## src/sv/psc_pkg.sv

```systemverilog
`default_nettype none

package psc_pkg;

  localparam int unsigned AREA_BITS  = 50;
  localparam int unsigned CLASS_BITS = 3;

  typedef enum logic [CLASS_BITS-1:0] {
    POS_LEFT        = 3'd0,
    POS_RIGHT       = 3'd1,
    POS_BEHIND      = 3'd2,
    POS_BEYOND      = 3'd3,
    POS_ORIGIN      = 3'd4,
    POS_DESTINATION = 3'd5,
    POS_BETWEEN     = 3'd6
  } pos_class_e;

  // exact point matches found at the input stage
  typedef struct packed {
    logic origin;
    logic dest;
  } point_eq_t;

  // collinear tie-break flags carried down the pipe
  typedef struct packed {
    logic behind;
    logic origin;
    logic dest;
  } coll_flags_t;

endpackage

`default_nettype wire

```

## src/sv/psc_resolve.sv

```systemverilog
`default_nettype none

module psc_resolve #(
  parameter int unsigned COORD_BITS = 24,
  localparam int unsigned PROD_W    = 2 * COORD_BITS + 2,
  localparam int unsigned CMP_W     =
    ((PROD_W > psc_pkg::AREA_BITS) ? PROD_W : psc_pkg::AREA_BITS) + 1
) (
  input  wire logic                               clk_i,
  input  wire logic                               rst_ni,
  input  wire logic                               valid_i,
  input  wire logic signed [PROD_W-1:0]           axby_i,
  input  wire logic signed [PROD_W-1:0]           aybx_i,
  input  wire logic signed [PROD_W-1:0]           axax_i,
  input  wire logic signed [PROD_W-1:0]           ayay_i,
  input  wire logic signed [PROD_W-1:0]           bxbx_i,
  input  wire logic signed [PROD_W-1:0]           byby_i,
  input  wire psc_pkg::coll_flags_t               flags_i,
  input  wire logic [psc_pkg::AREA_BITS-1:0]      tol_i,
  input  wire logic signed [CMP_W-1:0]            neg_tol_i,
  output logic                                    valid_o,
  output psc_pkg::pos_class_e                     class_o,
  output logic signed [psc_pkg::AREA_BITS-1:0]    area_o
);

  // sum stage
  logic                     sum_valid_q;
  logic signed [PROD_W-1:0] cross_d, cross_q;
  logic signed [PROD_W-1:0] la_d, la_q, lb_d, lb_q;
  psc_pkg::coll_flags_t     sum_flags_q;

  // classify stage
  logic signed [CMP_W-1:0]              cross_ext;
  logic signed [CMP_W-1:0]              tol_ext;
  logic                                 collinear;
  psc_pkg::pos_class_e                  class_d, class_q;
  logic                                 out_valid_q;
  logic signed [psc_pkg::AREA_BITS-1:0] area_q;

  always_comb begin
    cross_d = axby_i - aybx_i;
    la_d    = axax_i + ayay_i;
    lb_d    = bxbx_i + byby_i;
  end

  always_ff @(posedge clk_i or negedge rst_ni) begin
    if (!rst_ni) begin
      sum_valid_q <= 1'b0;
      out_valid_q <= 1'b0;
    end else begin
      sum_valid_q <= valid_i;
      out_valid_q <= sum_valid_q;
    end
  end

  always_ff @(posedge clk_i) begin
    cross_q     <= cross_d;
    la_q        <= la_d;
    lb_q        <= lb_d;
    sum_flags_q <= flags_i;
  end

  always_comb begin
    cross_ext = {{(CMP_W - PROD_W){cross_q[PROD_W-1]}}, cross_q};
    tol_ext   = {{(CMP_W - psc_pkg::AREA_BITS){1'b0}}, tol_i};
    // cross is zero or |cross| < tol, strict on both sides
    collinear = (cross_q == '0) || ((cross_ext < tol_ext) && (cross_ext > neg_tol_i));
    if (collinear) begin
      if (sum_flags_q.behind) begin
        class_d = psc_pkg::POS_BEHIND;
      end else if (la_q < lb_q) begin
        class_d = psc_pkg::POS_BEYOND;
      end else if (sum_flags_q.origin) begin
        class_d = psc_pkg::POS_ORIGIN;
      end else if (sum_flags_q.dest) begin
        class_d = psc_pkg::POS_DESTINATION;
      end else begin
        class_d = psc_pkg::POS_BETWEEN;
      end
    end else if (cross_q[PROD_W-1]) begin
      class_d = psc_pkg::POS_RIGHT;
    end else begin
      class_d = psc_pkg::POS_LEFT;
    end
  end

  always_ff @(posedge clk_i) begin
    class_q <= class_d;
    area_q  <= cross_ext[psc_pkg::AREA_BITS-1:0];
  end

  assign valid_o = out_valid_q;
  assign class_o = class_q;
  assign area_o  = area_q;

endmodule

`default_nettype wire

```

## config.mk

```make
export PLATFORM = sky130hd
export DESIGN_NAME = psc_resolve
export DESIGN_NICKNAME = d
export VERILOG_FILES = /design/src/sv/psc_pkg.sv /design/src/sv/psc_resolve.sv
export SDC_FILE = /design/constraint.sdc
export NUM_CORES = 1
export LEC_CHECK = 0
export BUFFER_PORTS_ARGS = -buffer_cell sky130_fd_sc_hd__buf_2
export CAP_MARGIN = 20
export CORE_MARGIN = 5
export CORE_UTILIZATION = 53
export DETAILED_ROUTE_END_ITERATION = 16
export PLACE_DENSITY = 0.81
export SETUP_SLACK_MARGIN = 0.4
export SLEW_MARGIN = 20
export SYNTH_ARGS = -nofsm -noshare
export SYNTH_HDL_FRONTEND = slang
export SYNTH_SLANG_ARGS = --single-unit
```

## constraint.sdc

```tcl
create_clock -name clk_i -period 2.76 [get_ports clk_i]
set_input_delay 0.414 -clock clk_i [delete_from_list [all_inputs] [get_ports clk_i]]
set_output_delay 0.414 -clock clk_i [all_outputs]
set_load 0.1 [all_outputs]
```

* Word-level counts from Yosys, hierarchy flattened
Index checks and enable logic that the tools add are counted.
Storage, ports and cells: register bits 208, input port bits 407, word-level logic and storage cells 25
Cells by class: $add $sub $neg 3, order comparisons 3, mux-type cells 6, reductions and logical operators 3
Operator list (number):
- $add A50 B50 Y50 | 2
- $gt A50 B51 Y1 | 1
- $lt A50 B51 Y1 | 1
- $logic_not A50 Y1 | 1
- $lt A50 B50 Y1 | 1
- $sub A50 B50 Y50 | 1
- $mux W3 | 3
- $mux W2 | 2
- $logic_and A1 B1 Y1 | 1
- $logic_or A1 B1 Y1 | 1
- $mux W1 | 1

* Logic depth before layout (Yosys ltp)
depth after elaboration 5, mapped depth 13, mapped depth without buffers 13

* Worst setup path before layout
Ideal clock, no wire load.
kind input to register, from input axax_i[0], to register la_q[42], setup time 103 ps, arrival time 2868 ps, data required time 2657 ps, setup slack -211 ps, stages 13, path through ha_1 inv_1 fa_1 nand2b_1 a21oi_1 o21ai_0 nand2_1 a41oi_1 o31ai_2 a21oi_2 o21a_1 nor3b_1 a2111oi_2
Between the ends: cells in the longest elaborated chain, start to end 1
Ends and longest elaborated chain:
- from (decl) | line psc_resolve.sv:14 | input wire logic signed [PROD_W-1:0] axax_i,
- $add A50 B50 Y50 | line psc_resolve.sv:42 | la_d = axax_i + ayay_i;
- net la_d[42] | line psc_resolve.sv:29 | logic signed [PROD_W-1:0] la_d, la_q, lb_d, lb_q;
- to (signal assigned) | line psc_resolve.sv:58 | la_q <= la_d;
- to (decl) | line psc_resolve.sv:29
The timed path passes the listed nets, and every way through them passes these cells.

* Worst setup path in the final report
from register cross_q[1], to register class_q[2], in the netlist class_o[2]
Between the ends: cells in the longest elaborated chain, start to end 4, elaborated cells on any way between the ends 6, classes of those cells 2 x order compare; 1 x mux; 3 x reduce/logical
Ends and longest elaborated chain:
- from (decl) | line psc_resolve.sv:28 | logic signed [PROD_W-1:0] cross_d, cross_q;
- from (signal assigned) | line psc_resolve.sv:57 | cross_q <= cross_d;
- $lt A50 B51 Y1 / $gt A50 B51 Y1 (equally long branches) | line psc_resolve.sv:67 | collinear = (cross_q == '0) || ((cross_ext < tol_ext) && (cross_ext > neg_tol_i));
- $logic_and A1 B1 Y1 | line psc_resolve.sv:67
- $logic_or A1 B1 Y1 (*) | line psc_resolve.sv:67
- $mux W3 (*) | line psc_resolve.sv:68 | if (collinear) begin
- to (signal assigned) | line psc_resolve.sv:88 | class_q <= class_d;
- to (decl) | line psc_resolve.sv:36 | psc_pkg::pos_class_e class_d, class_q;
Mark *: on every way between the ends. The rest lies on a longest branch, timed or not.

==> results.md <==
| Parameter | Reported | Unit |
| --- | --- | --- |
| Maximum count of clock buffers along a single path | 3 | - |
| Maximum frequency from static timing analysis | 0.383 | GHz |
| Global-route congestion overflow total | 0 | - |
| Syn avg cell area | 8.16 | um^2 |
| Power per standard cell area | 599 | nW/um^2 |
| Source of the worst hold timing path | flags_i[2] | - |
| Maximum fanout count along the critical path | 3 | - |
| Final RePlAce weighted congestion | 0.929 | - |
| Max capacitance violation total | 0 | - |
| Pre-Repair DR Iteration Count | 5 | - |
| Effective utilization at floorplan | 53.2 | % |
| Time the worst path needs with I/O delays and setup | 2610 | ps |
| Latest clock arrival within the worst-skew pair | 510 | ps |
| Number of enable-type register cells in the synthesized netlist | 0 | - |
| Post-Route WL | 56500 | um |
| Fin cells | 3126 | - |
| Final worst path period share | 94.6 | % |
| Yosys top cell by area | dfxtp_1 | - |
| R2r startpoint | cross_q[1] | - |
| Number of slew-limit violations in the final report | 0 | - |
| Clock-pin slew on the worst setup and hold paths | 60 | ps |
| Post-layout util | 74.6 | % |
| Via total after detailed routing | 17600 | - |
| Nature of the critical path endpoint | flip-flop | - |
| Most numerous cell on the critical path | a211oi_2 | - |
| Remaining design rule violation count | 0 | - |
| I/O Pins | 461 | - |
| Drt via density | 5.65 | - |
| Detailed placer's ending HPWL | 45000 | um |
| Total global routing track utilization | 29.4 | % |
| Slowest CP cell | dfxtp_4 | - |
| Root buffer cell | clkbuf_16 | - |
| CTS Sinks | 208 | - |
| Drt initial violations | 770 | - |
| Maximum resistive drop on vdd | 0.498 | mV |
| Max H-tree Level | 1 | - |
| Result of the run | completed | - |
| Cell count after placement | 3051 | - |
| Core area | 31300 | um^2 |
| Netlist Area Pre-Place | 16700 | um^2 |
| Worst hold-check path type | input pin to flip-flop | - |
| Number of buffers inserted by port buffering | 460 | - |
| Die boundary width | 187 | um |
| Most common library cells after synthesis | ha_1, inv_1, dfxtp_1 | - |
| Count of antenna-violating nets left after detailed routing | 0 | - |
| Kind of launch point of the worst setup path | flip-flop | - |
| CTS tree | built | - |
| Unrepaired setup endpoints after global routing | true | - |
| Largest delay contributor family on the critical path | compound AO/OA/AOI/OAI gates | - |
| Worst Path Class, Setup | flip-flop to flip-flop | - |
| Clock skew after layout | 6.15 | ps |
| Most used DFF post-synth | dfxtp_1 | - |
| Vertical die dimension | 187 | um |
| Post-synth ARST share | 0.962 | % |
| CP Cell Sequence | ha_4 > nor2b_4 > o21ai_2 > a21oi_2 > o41ai_2 > o211ai_1 > a211o_1 > a211oi_2 > xor2_1 > a31oi_1 > buf_4 > a211oi_2 | - |
| Largest net degree at the start of global routing | 15 | - |
| First-pass GRT wire length | 86800 | um |
| Number of nets in the layout | 3410 | - |
| Initial antenna violation count | 4 | - |
| Synthesized net count | 2745 | - |
| Count of final setup violators | 0 | - |
| CP required | 3190 | ps |
| Post-synthesis sequential area ratio | 25.1 | % |
| FF+latch count, synth | 208 | - |
| Via count of the first global-routing pass | 17900 | - |
| Share of the synthesized area in the top cell type | 24.8 | % |
| Library cell with the highest instance count after synthesis | ha_1 | - |
| Count of synthesis-stage warnings from yosys | 0 | - |
| Total CTS buffers | 23 | - |
| Cell types occupying the most area after synthesis | dfxtp_1, ha_1, a21o_1 | - |
| Placement Rows | 65 | - |
| Worst slew margin relative to its limit | 61.8 | % |
| Gate Count Post-Synth | 2040 | - |
| Hold Fails Final Rpt | 0 | - |
| Start point of the critical path | cross_q[1] | - |
| Layout cells sized above 1 | 35.5 | % |
| Least-Margin Pin Slew | 571 | ps |
| Avg WL per Cell | 18.1 | um |
| Data arrival, critical path | 3040 | ps |
| LEAKAGE | 12.0 | nW |
| Area grow syn2layout | 40.2 | % |
| Critical Path Max Stage Delay | 350 | ps |
| Post-synthesis cell type count | 73 | - |
| Number of buffers and inverters on the critical path | 1 | - |
| Die ar. | 35100 | um^2 |
-- cell families after synthesis --
group                      count (synthesis)  synth area share [%]
adders and majority gates                298                  22.5
xor gates and xnor gates                 138                  7.26
muxes                                      2                 0.120
buffers and inverters                    309                  7.08
and+or+nand+nor                          453                  13.4
AOI/OAI and AO/OA                        632                  24.6
DFF                                      208                  25.1
-- cells in the final DEF (no fill, tap or decap), drive strengths merged, types with 15 or more instances in the layout --
cell type	Yosys	final
nand2b	21	21
ha	295	295
nor3	22	22
dfxtp	206	206
buf	9	698
xor2	51	51
and3	15	15
inv	247	249
clkbuf	53	30
a211oi	25	25
nor4	16	16
a21o	134	134
o21bai	27	27
nand3	52	52
nor2	105	105
nor2b	23	23
o21a	26	26
o21ai	109	109
nand4	59	59
a21oi	201	201
xnor2	87	87
a31oi	23	23
nand2	109	109
-- path summary, 6_finish.rpt --
check	end	slack, ps	cells after the start
min in group asynchronous	sum_valid_q	210	2
min	sum_flags_q[2]	20	1
max	class_o[2]	150	12
min reg2reg	valid_o	370	0
max in group asynchronous	valid_o	2450	2
max reg2reg	class_o[2]	150	12
-- registers in the layout, indices dropped and copies added, names as in the netlist --
signal,count
sum_valid_q,1
valid_o,1
la_q,50
cross_q,50
sum_flags_q,3
area_o,50
class_o,3
lb_q,50
-- per-layer routing --
layer  vias to the layer above  GRT usage, %  part of all wire, %
met2                       696          55.8                   51
met3                       168          3.71                  5.6
li1                       8601             -                    -
met4                         2          11.9                  4.6
met1                      8182          33.0                   39
met5                         -             0                0.012
-- through the flow --
step	setup slack [ps]	setup TNS, ps	area, um^2	hold WS, ps	power [mW]
3_3_place_gp	-176	-3530	21500	199	10.2
4_1_cts	123	0	22700	4.15	13.6
5_1_grt	58.9	0	23400	11.2	14.8
3_5_place_dp	-242	-5000	21500	201	10.4
2_1_floorplan	149	0	17500	118	8.45
6_report	150	0	23400	21.9	14.0
-- area by class of cell --
type	count	area, um^2
diodes	3	7.51
clock buffers	30	652
clock inverters	11	97.6
fillers	2235	7960
inverters	247	970
multi-input cells	1523	12700
flip-flops and latches	208	4200
well taps	402	503
repair buffers	702	4190
-- report_power, final --
group	internal [mW]	total [mW]	switching (mW)
combinational	2.65	6.79	4.14
clock	1.77	3.05	1.28
sequential	3.71	4.14	0.426
total	8.13	14.0	5.85
-- repair_timing --
item	CTS	global route
setup endpoints to repair	21	48
hold buffers	3	1
gates cloned	0	0
resized for setup	54	109
setup buffers	10	17
pin swaps	45	88
hold endpoints to repair	4	1
Power figures use the tool's default switching activity.
