File: config.mk
export PLATFORM = sky130hd
export DESIGN_NAME = psc_diff
export DESIGN_NICKNAME = d
export VERILOG_FILES = /design/src/sv/psc_pkg.sv /design/src/sv/psc_diff.sv
export SDC_FILE = /design/constraint.sdc
export NUM_CORES = 1
export LEC_CHECK = 0
export BUFFER_PORTS_ARGS = -buffer_cell sky130_fd_sc_hd__buf_2
export CAP_MARGIN = 20
export CORE_UTILIZATION = 35
export CTS_BUF_LIST = sky130_fd_sc_hd__clkbuf_8
export DETAILED_ROUTE_END_ITERATION = 7
export GPL_TIMING_DRIVEN = 0
export SLEW_MARGIN = 20
export SYNTH_ARGS = -nofsm -noshare
export SYNTH_HDL_FRONTEND = slang
export SYNTH_SLANG_ARGS = --single-unit
File: constraint.sdc
create_clock -name clk_i -period 1.1 [get_ports clk_i]
set_clock_uncertainty 0.1 [all_clocks]
set_input_delay 0.11 -clock clk_i [delete_from_list [all_inputs] [get_ports clk_i]]
set_output_delay 0.11 -clock clk_i [all_outputs]
set_load 0.03 [all_outputs]
File: src/sv/psc_pkg.sv
`default_nettype none

package psc_pkg;

  localparam int unsigned AREA_BITS  = 50;
  localparam int unsigned CLASS_BITS = 3;

  typedef enum logic [CLASS_BITS-1:0] {
    POS_LEFT        = 3'd0,
    POS_RIGHT       = 3'd1,
    POS_BEHIND      = 3'd2,
    POS_BEYOND      = 3'd3,
    POS_ORIGIN      = 3'd4,
    POS_DESTINATION = 3'd5,
    POS_BETWEEN     = 3'd6
  } pos_class_e;

  // exact point matches found at the input stage
  typedef struct packed {
    logic origin;
    logic dest;
  } point_eq_t;

  // collinear tie-break flags carried down the pipe
  typedef struct packed {
    logic behind;
    logic origin;
    logic dest;
  } coll_flags_t;

endpackage

`default_nettype wire

File: src/sv/psc_diff.sv
`default_nettype none

module psc_diff #(
  parameter int unsigned COORD_BITS = 24
) (
  input  wire logic                         clk_i,
  input  wire logic                         rst_ni,
  input  wire logic                         valid_i,
  input  wire logic signed [COORD_BITS-1:0] p1_x_i,
  input  wire logic signed [COORD_BITS-1:0] p1_y_i,
  input  wire logic signed [COORD_BITS-1:0] p2_x_i,
  input  wire logic signed [COORD_BITS-1:0] p2_y_i,
  input  wire logic signed [COORD_BITS-1:0] p3_x_i,
  input  wire logic signed [COORD_BITS-1:0] p3_y_i,
  output logic                              valid_o,
  output logic signed [COORD_BITS:0]        ax_o,
  output logic signed [COORD_BITS:0]        ay_o,
  output logic signed [COORD_BITS:0]        bx_o,
  output logic signed [COORD_BITS:0]        by_o,
  output psc_pkg::point_eq_t                eq_o
);

  logic                       valid_q;
  logic signed [COORD_BITS:0] ax_d, ay_d, bx_d, by_d;
  logic signed [COORD_BITS:0] ax_q, ay_q, bx_q, by_q;
  psc_pkg::point_eq_t         eq_d, eq_q;

  always_comb begin
    ax_d = {p2_x_i[COORD_BITS-1], p2_x_i} - {p1_x_i[COORD_BITS-1], p1_x_i};
    ay_d = {p2_y_i[COORD_BITS-1], p2_y_i} - {p1_y_i[COORD_BITS-1], p1_y_i};
    bx_d = {p3_x_i[COORD_BITS-1], p3_x_i} - {p1_x_i[COORD_BITS-1], p1_x_i};
    by_d = {p3_y_i[COORD_BITS-1], p3_y_i} - {p1_y_i[COORD_BITS-1], p1_y_i};
    eq_d.origin = (p3_x_i == p1_x_i) && (p3_y_i == p1_y_i);
    eq_d.dest   = (p3_x_i == p2_x_i) && (p3_y_i == p2_y_i);
  end

  always_ff @(posedge clk_i or negedge rst_ni) begin
    if (!rst_ni) begin
      valid_q <= 1'b0;
    end else begin
      valid_q <= valid_i;
    end
  end

  always_ff @(posedge clk_i) begin
    ax_q <= ax_d;
    ay_q <= ay_d;
    bx_q <= bx_d;
    by_q <= by_d;
    eq_q <= eq_d;
  end

  assign valid_o = valid_q;
  assign ax_o    = ax_q;
  assign ay_o    = ay_q;
  assign bx_o    = bx_q;
  assign by_o    = by_q;
  assign eq_o    = eq_q;

endmodule

`default_nettype wire

# Word-level counts from Yosys, hierarchy flattened
# Index checks and enable logic that the tools add are counted.
# totals
ff_bits	103
inputBits	147
out_inout_bits	103
elab_cells	17
# op_classes
n_addsub	4
eq_ne	4
reduce_logical	2
# ops
cell	n
subtractor 24 x 24 -> 25 bit	4
== test 24 bit	4
logical AND 1 bit	2

# Longest topological paths before layout
# Gate-level depths: netlist of the first run.
# logic_depth
ltp_word	2
depth_mapped	11
mapped_depth_nobuf	10

# Worst setup path after synthesis of the first run
# No wires, ideal clock.
# synth_path
kind	input to register
from	in p1_y_i[6]
to	reg ay_q[22], in the netlist ay_o[22]
setup_time_ns	0.148
arrival_time_ns	2.022
t_required_ns	0.852
setup_slack_ns	-1.171
stages	9
n_path_buf	0
path_cell_list	inv_1 ha_1 a21o_1 a221o_1 a31o_2 a31o_1 a221o_1 nand4_1 o311ai_2
# synth_via
elab_chain_len	1
# synth_lines
item	line_no	source
from (decl)	psc_diff.sv:10	input wire logic signed [COORD_BITS-1:0] p1_y_i,
subtractor 24 x 24 -> 25 bit	psc_diff.sv:30	ay_d = {p2_y_i[COORD_BITS-1], p2_y_i} - {p1_y_i[COORD_BITS-1], p1_y_i};
net ay_d[22]	psc_diff.sv:24	logic signed [COORD_BITS:0] ax_d, ay_d, bx_d, by_d;
to (signal assigned)	psc_diff.sv:47	ay_q <= ay_d;
to (decl)	psc_diff.sv:25	logic signed [COORD_BITS:0] ax_q, ay_q, bx_q, by_q;
# The timed path passes the listed nets, and every way through them passes these cells.

# Final worst setup path of the first run
# layout_path
from	in p3_y_i[0]
to	reg by_q[20], in the netlist by_o[20]
# layout_via
elab_chain_len	1
# layout_lines
item	line_no	source
from (decl)	psc_diff.sv:14	input wire logic signed [COORD_BITS-1:0] p3_y_i,
subtractor 24 x 24 -> 25 bit	psc_diff.sv:32	by_d = {p3_y_i[COORD_BITS-1], p3_y_i} - {p1_y_i[COORD_BITS-1], p1_y_i};
net by_d[20]	psc_diff.sv:24	
to (signal assigned)	psc_diff.sv:49	by_q <= by_d;
to (decl)	psc_diff.sv:25	
# The timed path passes the listed nets, and every way through them passes these cells.

==> results of run 1 <==
-- area by class of cell --
type	count	share of cell area, %
multi-input combinational	730	51.52
timing repair buffer	390	24.79
sequential	103	15.81
inverter	79	3.506
tap	280	2.530
clock buffer	11	1.093
buffer	7	0.3795
clock inverter	5	0.3344
antenna	2	0.03615
-- power by group through the flow --
stage / registers (mW) / logic (mW) / clock network [mW]
6_report: 5.08 / 9.48 / 2.58
5_1_grt: 5.15 / 10.1 / 2.81
4_1_cts: 4.99 / 8.71 / 2.66
3_5_place_dp: 4.81 / 6.86 / 0
3_3_place_gp: 4.80 / 6.85 / 0
2_1_floorplan: 6.41 / 3.17 / 0
-- registers in the layout, indices dropped and copies added, names as in the netlist --
signal,flops
ay_o,25
by_o,25
bx_o,25
eq_o,2
ax_o,25
valid_o,1
-- per-layer routing --
metal  up-vias  track usage [%]
met5         -                0
met4         4            6.350
met3        39            6.777
met2       263            44.17
met1      4022            29.98
li1       4105                -
-- cell families (layout without fill, tap and decap cells) --
family	Yosys count	in the layout	share of synthesized area, %
and+or+nand+nor	257	257	16.75
xor gates and xnor gates	117	117	13.18
DFF	103	103	26.58
other	0	2	0
AOI/OAI and AO/OA	253	253	21.78
adders and majority gates	100	100	16.47
buffers and inverters	99	492	4.858
muxes	3	3	0.3861
-- synthesized netlist by cell type, types with 19 or more instances --
cell type,number
a21o_1,26
a21oi_1,71
dfxtp_1,102
ha_1,96
inv_1,79
nand2_1,54
nand3_1,21
nor2_1,65
nor2b_1,23
o21a_1,19
o21ai_0,50
xnor2_1,47
xor2_1,70
-- cell usage in the layout, fill, tap and decap left out, drive strengths merged, types with 15 or more instances in the layout --
cell type    count
nor2b           24
nor2            65
nand4           16
clkbuf          17
buf            376
a21oi           71
ha              96
inv             81
nor3            16
nand2           54
dlygate4sd3     15
xnor2           47
xor2            70
o21ai           53
dfxtp          102
o21a            19
a21o            26
and3            16
nand3           21
-- per-stage QoR --
step	cell area, um2	hold WS, ns	power, mW	utilization, %
global placement	10430	-0.2158	11.66	47.77
CTS	12920	-0.01459	16.37	59.21
detailed placement	10430	-0.2137	11.67	47.77
finish	13850	-0.01102	17.13	63.44
floorplan	8828	-0.2856	9.577	-
global route	13840	-0.01438	18.04	63.42
-- timing repair --
action | in CTS | in global routing
hold endpoints to repair | 17 | 2
resized for setup | 452 | 197
setup buffers | 93 | 47
pin swaps | 129 | 113
endpoints found under the setup margin | 184 | 175
-- path summary, 6_finish.rpt --
path	slack, ns	endpoint	cells after the start	startpoint
worst max-delay path	-0.89	by_o[20]$_DFF_P_	11	p3_y_i[0]
worst min-delay path	-0.01	ax_o[1]$_DFF_P_	3	p1_x_i[1]
max in group asynchronous	0.38	valid_o$_DFF_PN0_	3	rst_ni
min in group asynchronous	0.42	valid_o$_DFF_PN0_	3	rst_ni
==> out/qor.csv, run 1 <==
stage;metric;value;unit
worst_setup_path;worst_ep_arrival_time;2.23;ns
run_status;failed_checks;hold timing, setup timing;
global_route;grt_remaining_overflow;0;
worst_setup_path;path_class;in -> reg;
cells_and_area;num-fill-cells;1817;
place;place_congestion;0.9156;
worst_setup_path;worstPathCellList;buf_12 > inv_12 > ha_4 > fa_2 > nor2b_4 > o31a_1 > o31ai_4 > a41oi_2 > o41a_4 > a311oi_2 > xnor2_1;
drt;wl_met3;2106;um
timing;fmax;501.3;MHz
power_and_ir_drop;p_int;10.20;mW
cells_and_area;seqCellArea;2190;um2
die;die_width;151.1;um
die;start_util;35.64;%
cts;clk_pin_slew_worst_paths;0.11;ns
global_route;grt_use_total;25.11;%
cts;htree_levels;3;
drt;wl;29360;um
timing;final_max_slew_viol_count;0;
synthesis;ys_warn_count;0;
worst_setup_path;crit_slowest_cell;o41a_4;
cells_and_area;drive_above_1_share;58.26;%
drt;drc;0;
power_and_ir_drop;netSwitchingFraction;40.49;%
worst_setup_path;cpPeakStageDelay;0.43;ns
drt;drtAntennaViolNets;0;
timing;setup_viol;92;
drt;wl_met1;12130;um
drt;highest_layer;met5;
die;core_area;21820;um2
drt;vias;8433;
synthesis;synth_ff_type;dfxtp_1;
cts;cts_inserted_buffers;9;
drt;vias_per_cell;5.248;
drt;firstDrtPassIters;5;
power_and_ir_drop;p_switching;6.937;mW
power_and_ir_drop;vdd_drop_max;0.8173;mV
timing;worst_pin_slew;0.5494;ns
power_and_ir_drop;pwr-share-comb;55.3;%
cells_and_area;syn_to_final_growth;78.02;%
power_and_ir_drop;p_clk_share;15.0;%
global_route;antenna_found_initial;4;
synthesis;synth-async-reset-ratio;0.9709;%
run;cap_violations;0;
synthesis;yosys-top-cells-area;dfxtp_1, ha_1, xor2_1;
drt;wl_per_cell;18.27;um
worst_setup_path;crit_required;1.33;ns
timing;fin_crit;1.995;ns
synthesis;ys_seq_elements;103;
timing;rsz0062_at_grt;true;
cells_and_area;nets;1567;
cts;cts_tree;yes;
die;die-area;22820;um2
cts;cts_hold_buffers;15;
synthesis;synth_cells;932;
cts;root_buffer;clkbuf_8;
die;die_y;151.1;um
synthesis;syn_nets;1179;
timing;layout_setup_ws;-0.8949;ns
global_route;grt_first_pass_wirelength;43580;um
worst_setup_path;start_kind;input pin;
cells_and_area;multi_input_area;7133;um2
timing;hold_viol;3;
timing;tns;-40.87;ns
global_route;grt_pass1_vias;8333;
drt;drt_iter0_drc;296;
die;rows;54;
die;io_pins;250;
global_route;grt_max_degree;19;
timing;fin_crit_sh;181.4;%
timing;worst_hold_slack;-0.01102;ns
cells_and_area;layoutNonFillerInstCount;1607;
worst_setup_path;path_buf_inv;2;
synthesis;seq_area_frac_synth;26.58;%
place;place_worst_setup_slack;-1.585;ns
hold_path;hp-class;in -> reg;
run_status;outcome;finished with violations;
worst_setup_path;path_max_fanout;5;
synthesis;synth_largest_area_cell;dfxtp_1;
place;port_buffers;249;
power_and_ir_drop;p_leak;6.001;nW
drt;wl_met2;14540;um
place;dp_cells;1461;
cts;cts.sinks;103;
cts;ctsLongestPathBuffers;2;
synthesis;ys_types;70;
worst_setup_path;cp_top_family;compound AO/OA/AOI/OAI gates;
synthesis;synth_top_area_share;26.25;%
place;dp_hpwl;21690;um
worst_setup_path;worst_setup_path_end_kind;register;
timing;slew_headroom;62.43;%
power_and_ir_drop;power.density;1238;nW/um2
synthesis;synth_area;7777;um2
power_and_ir_drop;pwr-share-seq;29.6;%
synthesis;synth.avg_cell_area;8.345;um2
synthesis;synth_edf_count;0;
Note: power is estimated with default switching activity, not from simulation.
==> run 2, diff against run 1 <==
--- a/config.mk
+++ b/config.mk
@@ -5,13 +5,14 @@
 export SDC_FILE = /design/constraint.sdc
 export NUM_CORES = 1
 export LEC_CHECK = 0
-export BUFFER_PORTS_ARGS = -buffer_cell sky130_fd_sc_hd__buf_2
 export CAP_MARGIN = 20
 export CORE_UTILIZATION = 35
 export CTS_BUF_LIST = sky130_fd_sc_hd__clkbuf_8
 export DETAILED_ROUTE_END_ITERATION = 7
+export DONT_BUFFER_PORTS = 1
 export GPL_TIMING_DRIVEN = 0
 export SLEW_MARGIN = 20
 export SYNTH_ARGS = -nofsm -noshare
 export SYNTH_HDL_FRONTEND = slang
 export SYNTH_SLANG_ARGS = --single-unit
+export TNS_END_PERCENT = 30
==> run 2 against run 1 <==
Against the previous run:
- the flow still finishes with violations (hold timing, setup timing)
- maximum frequency is 5.9% higher
- die area unchanged
- sequential power is 31% higher
- largest power group is now registers
- core utilization fell by 10 points
- global-route usage fell by 0.65 points
- combinational power shrank 44%
==> out/qor.csv, run 2 (same netlist as run 1, synthesis figures left out) <==
stage;metric;value;unit
run_status;outcome;finished with violations;
run_status;failed_checks;hold timing, setup timing;
cts;clk_pin_slew_worst_paths;0.10;ns
drt;vias;7619;
global_route;grt_max_degree;17;
cells_and_area;nets;1337;
drt;wl_per_cell;20.72;um
timing;fin_crit;1.884;ns
global_route;antenna_found_initial;0;
cells_and_area;antennaDiodeCount;0;
worst_setup_path;start_kind;input pin;
timing;layout_setup_ws;-0.7843;ns
drt;drc;0;
cells_and_area;final_util;53.06;%
place;place_congestion;0.9211;
timing;fin_crit_sh;171.3;%
power_and_ir_drop;p_total;14.94;mW
global_route;grt_pass1_vias;7643;
global_route;grt_remaining_overflow;0;
place;port_buffers;0;
global_route;use_met1;27.66;%
drt;firstDrtPassIters;7;
cts;cts_tree;yes;
timing;setup_viol;80;
drt;drtAntennaViolNets;0;
die;die_width;151.1;um
die;rows;54;
drt;wl;28490;um
worst_setup_path;worst_setup_path_end_kind;register;
timing;fmax;530.7;MHz
power_and_ir_drop;power.density;1290;nW/um2
die;core_area;21820;um2
timing;slew_headroom;59.42;%
place;dp_hpwl;20970;um
cells_and_area;syn_to_final_growth;48.89;%
worst_setup_path;worst_ep_arrival_time;2.10;ns
cts;htree_levels;3;
cells_and_area;drive_above_1_share;37.99;%
timing;rsz0062_at_grt;true;
worst_setup_path;path_max_fanout;5;
hold_path;hp-class;in -> reg;
global_route;grtUsageMet2;43.67;%
run;cap_violations;0;
die;start_util;35.64;%
power_and_ir_drop;vdd_drop_max;0.7410;mV
drt;drt_iter0_drc;300;
worst_setup_path;path_class;in -> reg;
cells_and_area;layout_common_cells;dfxtp_2, dlygate4sd3_1, xor2_1, nor2_1, buf_4;
drt;vias_per_cell;5.541;
power_and_ir_drop;p_leak;4.697;nW
worst_setup_path;crit_required;1.31;ns
cells_and_area;num-fill-cells;1960;
cts;cts.sinks;103;
global_route;grt_use_total;24.46;%
cells_and_area;mostFrequentLayoutCell;dfxtp_2;
cts;cts_inserted_buffers;9;
timing;final_max_slew_viol_count;0;
die;die-area;22820;um2
cts;root_buffer;clkbuf_8;
global_route;grtUsageMet3;6.717;%
timing;worst_pin_slew;0.5934;ns
die;die_y;151.1;um
timing;hold_viol;18;
global_route;grt.busiest_layer;met2;
cts;ctsLongestPathBuffers;2;
die;io_pins;250;
timing;worst_hold_slack;-0.1442;ns
global_route;grt_first_pass_wirelength;42000;um
-- run 2: cell count changes in the layout (fill, tap and decap cells not counted), sizes merged --
cell,previous run,this run
diode,2,0
dlymetal6s4s,0,2
dlygate4sd3,15,89
bufinv,0,2
clkinvlp,1,5
clkbuf,17,21
inv,81,74
buf,376,67
-- run 2: through the flow --
stage	TNS [ns]	cells	hold slack, ns	area [um2]	setup slack (ns)
after floorplan	-49.53	932	-0.2856	8426	-1.029
after global placement	-72.51	1212	-0.2856	8776	-1.386
after detailed placement	-72.97	1212	-0.2856	8776	-1.373
after CTS	-27.34	1358	-0.1742	11180	-0.7843
after global routing	-35.10	1375	-0.1493	11580	-0.8603
final	-30.99	1375	-0.1442	11580	-0.7843
-- run 2: metal layers --
metal,part of all wire [%],routed length [um],vias up
li1,-,-,3649
met4,3.0,842,0
met2,49,14000,294
met5,0,0,-
met3,8.9,2543,53
met1,39,11110,3623
-- run 2: repair_timing --
item                                   4_1_cts  5_1_grt
setup buffers                               52       16
endpoints found under the hold margin       86       21
resized for setup                          289       59
setup endpoints to repair                  179       88
pin swaps                                  100       55
hold buffers                                86        5
-- run 2: worst max-delay path, stage by stage --
cell and delay, ns:
inv_4 0.06, ha_4 0.21, nor2b_4 0.13, o31a_1 0.30, o31ai_4 0.26, a41oi_2 0.19
o41a_4 0.43, a311oi_2 0.24, xnor2_1 0.16
-- run 2: path summary, 6_finish.rpt --
check / start / end / slack, ns / cells past startpoint
worst max-delay path: p1_y_i[2] / by_o[20]$_DFF_P_ / -0.78 / 9
max in group asynchronous: rst_ni / valid_o$_DFF_PN0_ / 0.43 / 2
min in group asynchronous: rst_ni / valid_o$_DFF_PN0_ / 0.35 / 2
worst min-delay path: p1_x_i[1] / bx_o[1]$_DFF_P_ / -0.14 / 2
-- run 2: area by class of cell --
type / count / area (um2) / share of cell area (%)
buffer: 12 / 121.4 / 1.048
multi-input combinational: 730 / 6753 / 58.31
inverter: 79 / 478.0 / 4.127
clock buffer: 12 / 165.2 / 1.426
clock inverter: 4 / 76.32 / 0.6591
sequential: 103 / 2195 / 18.95
timing repair buffer: 155 / 1441 / 12.45
tap: 280 / 350.3 / 3.025
-- run 2: report_power, final --
group          total [mW]  leakage, nW  switching (mW)  internal (mW)
Clock                2.94        0.119            1.46           1.48
Combinational        5.33         3.71            2.62           2.71
Sequential           6.67        0.872            1.95           4.72
Total                14.9         4.70            6.03           8.90
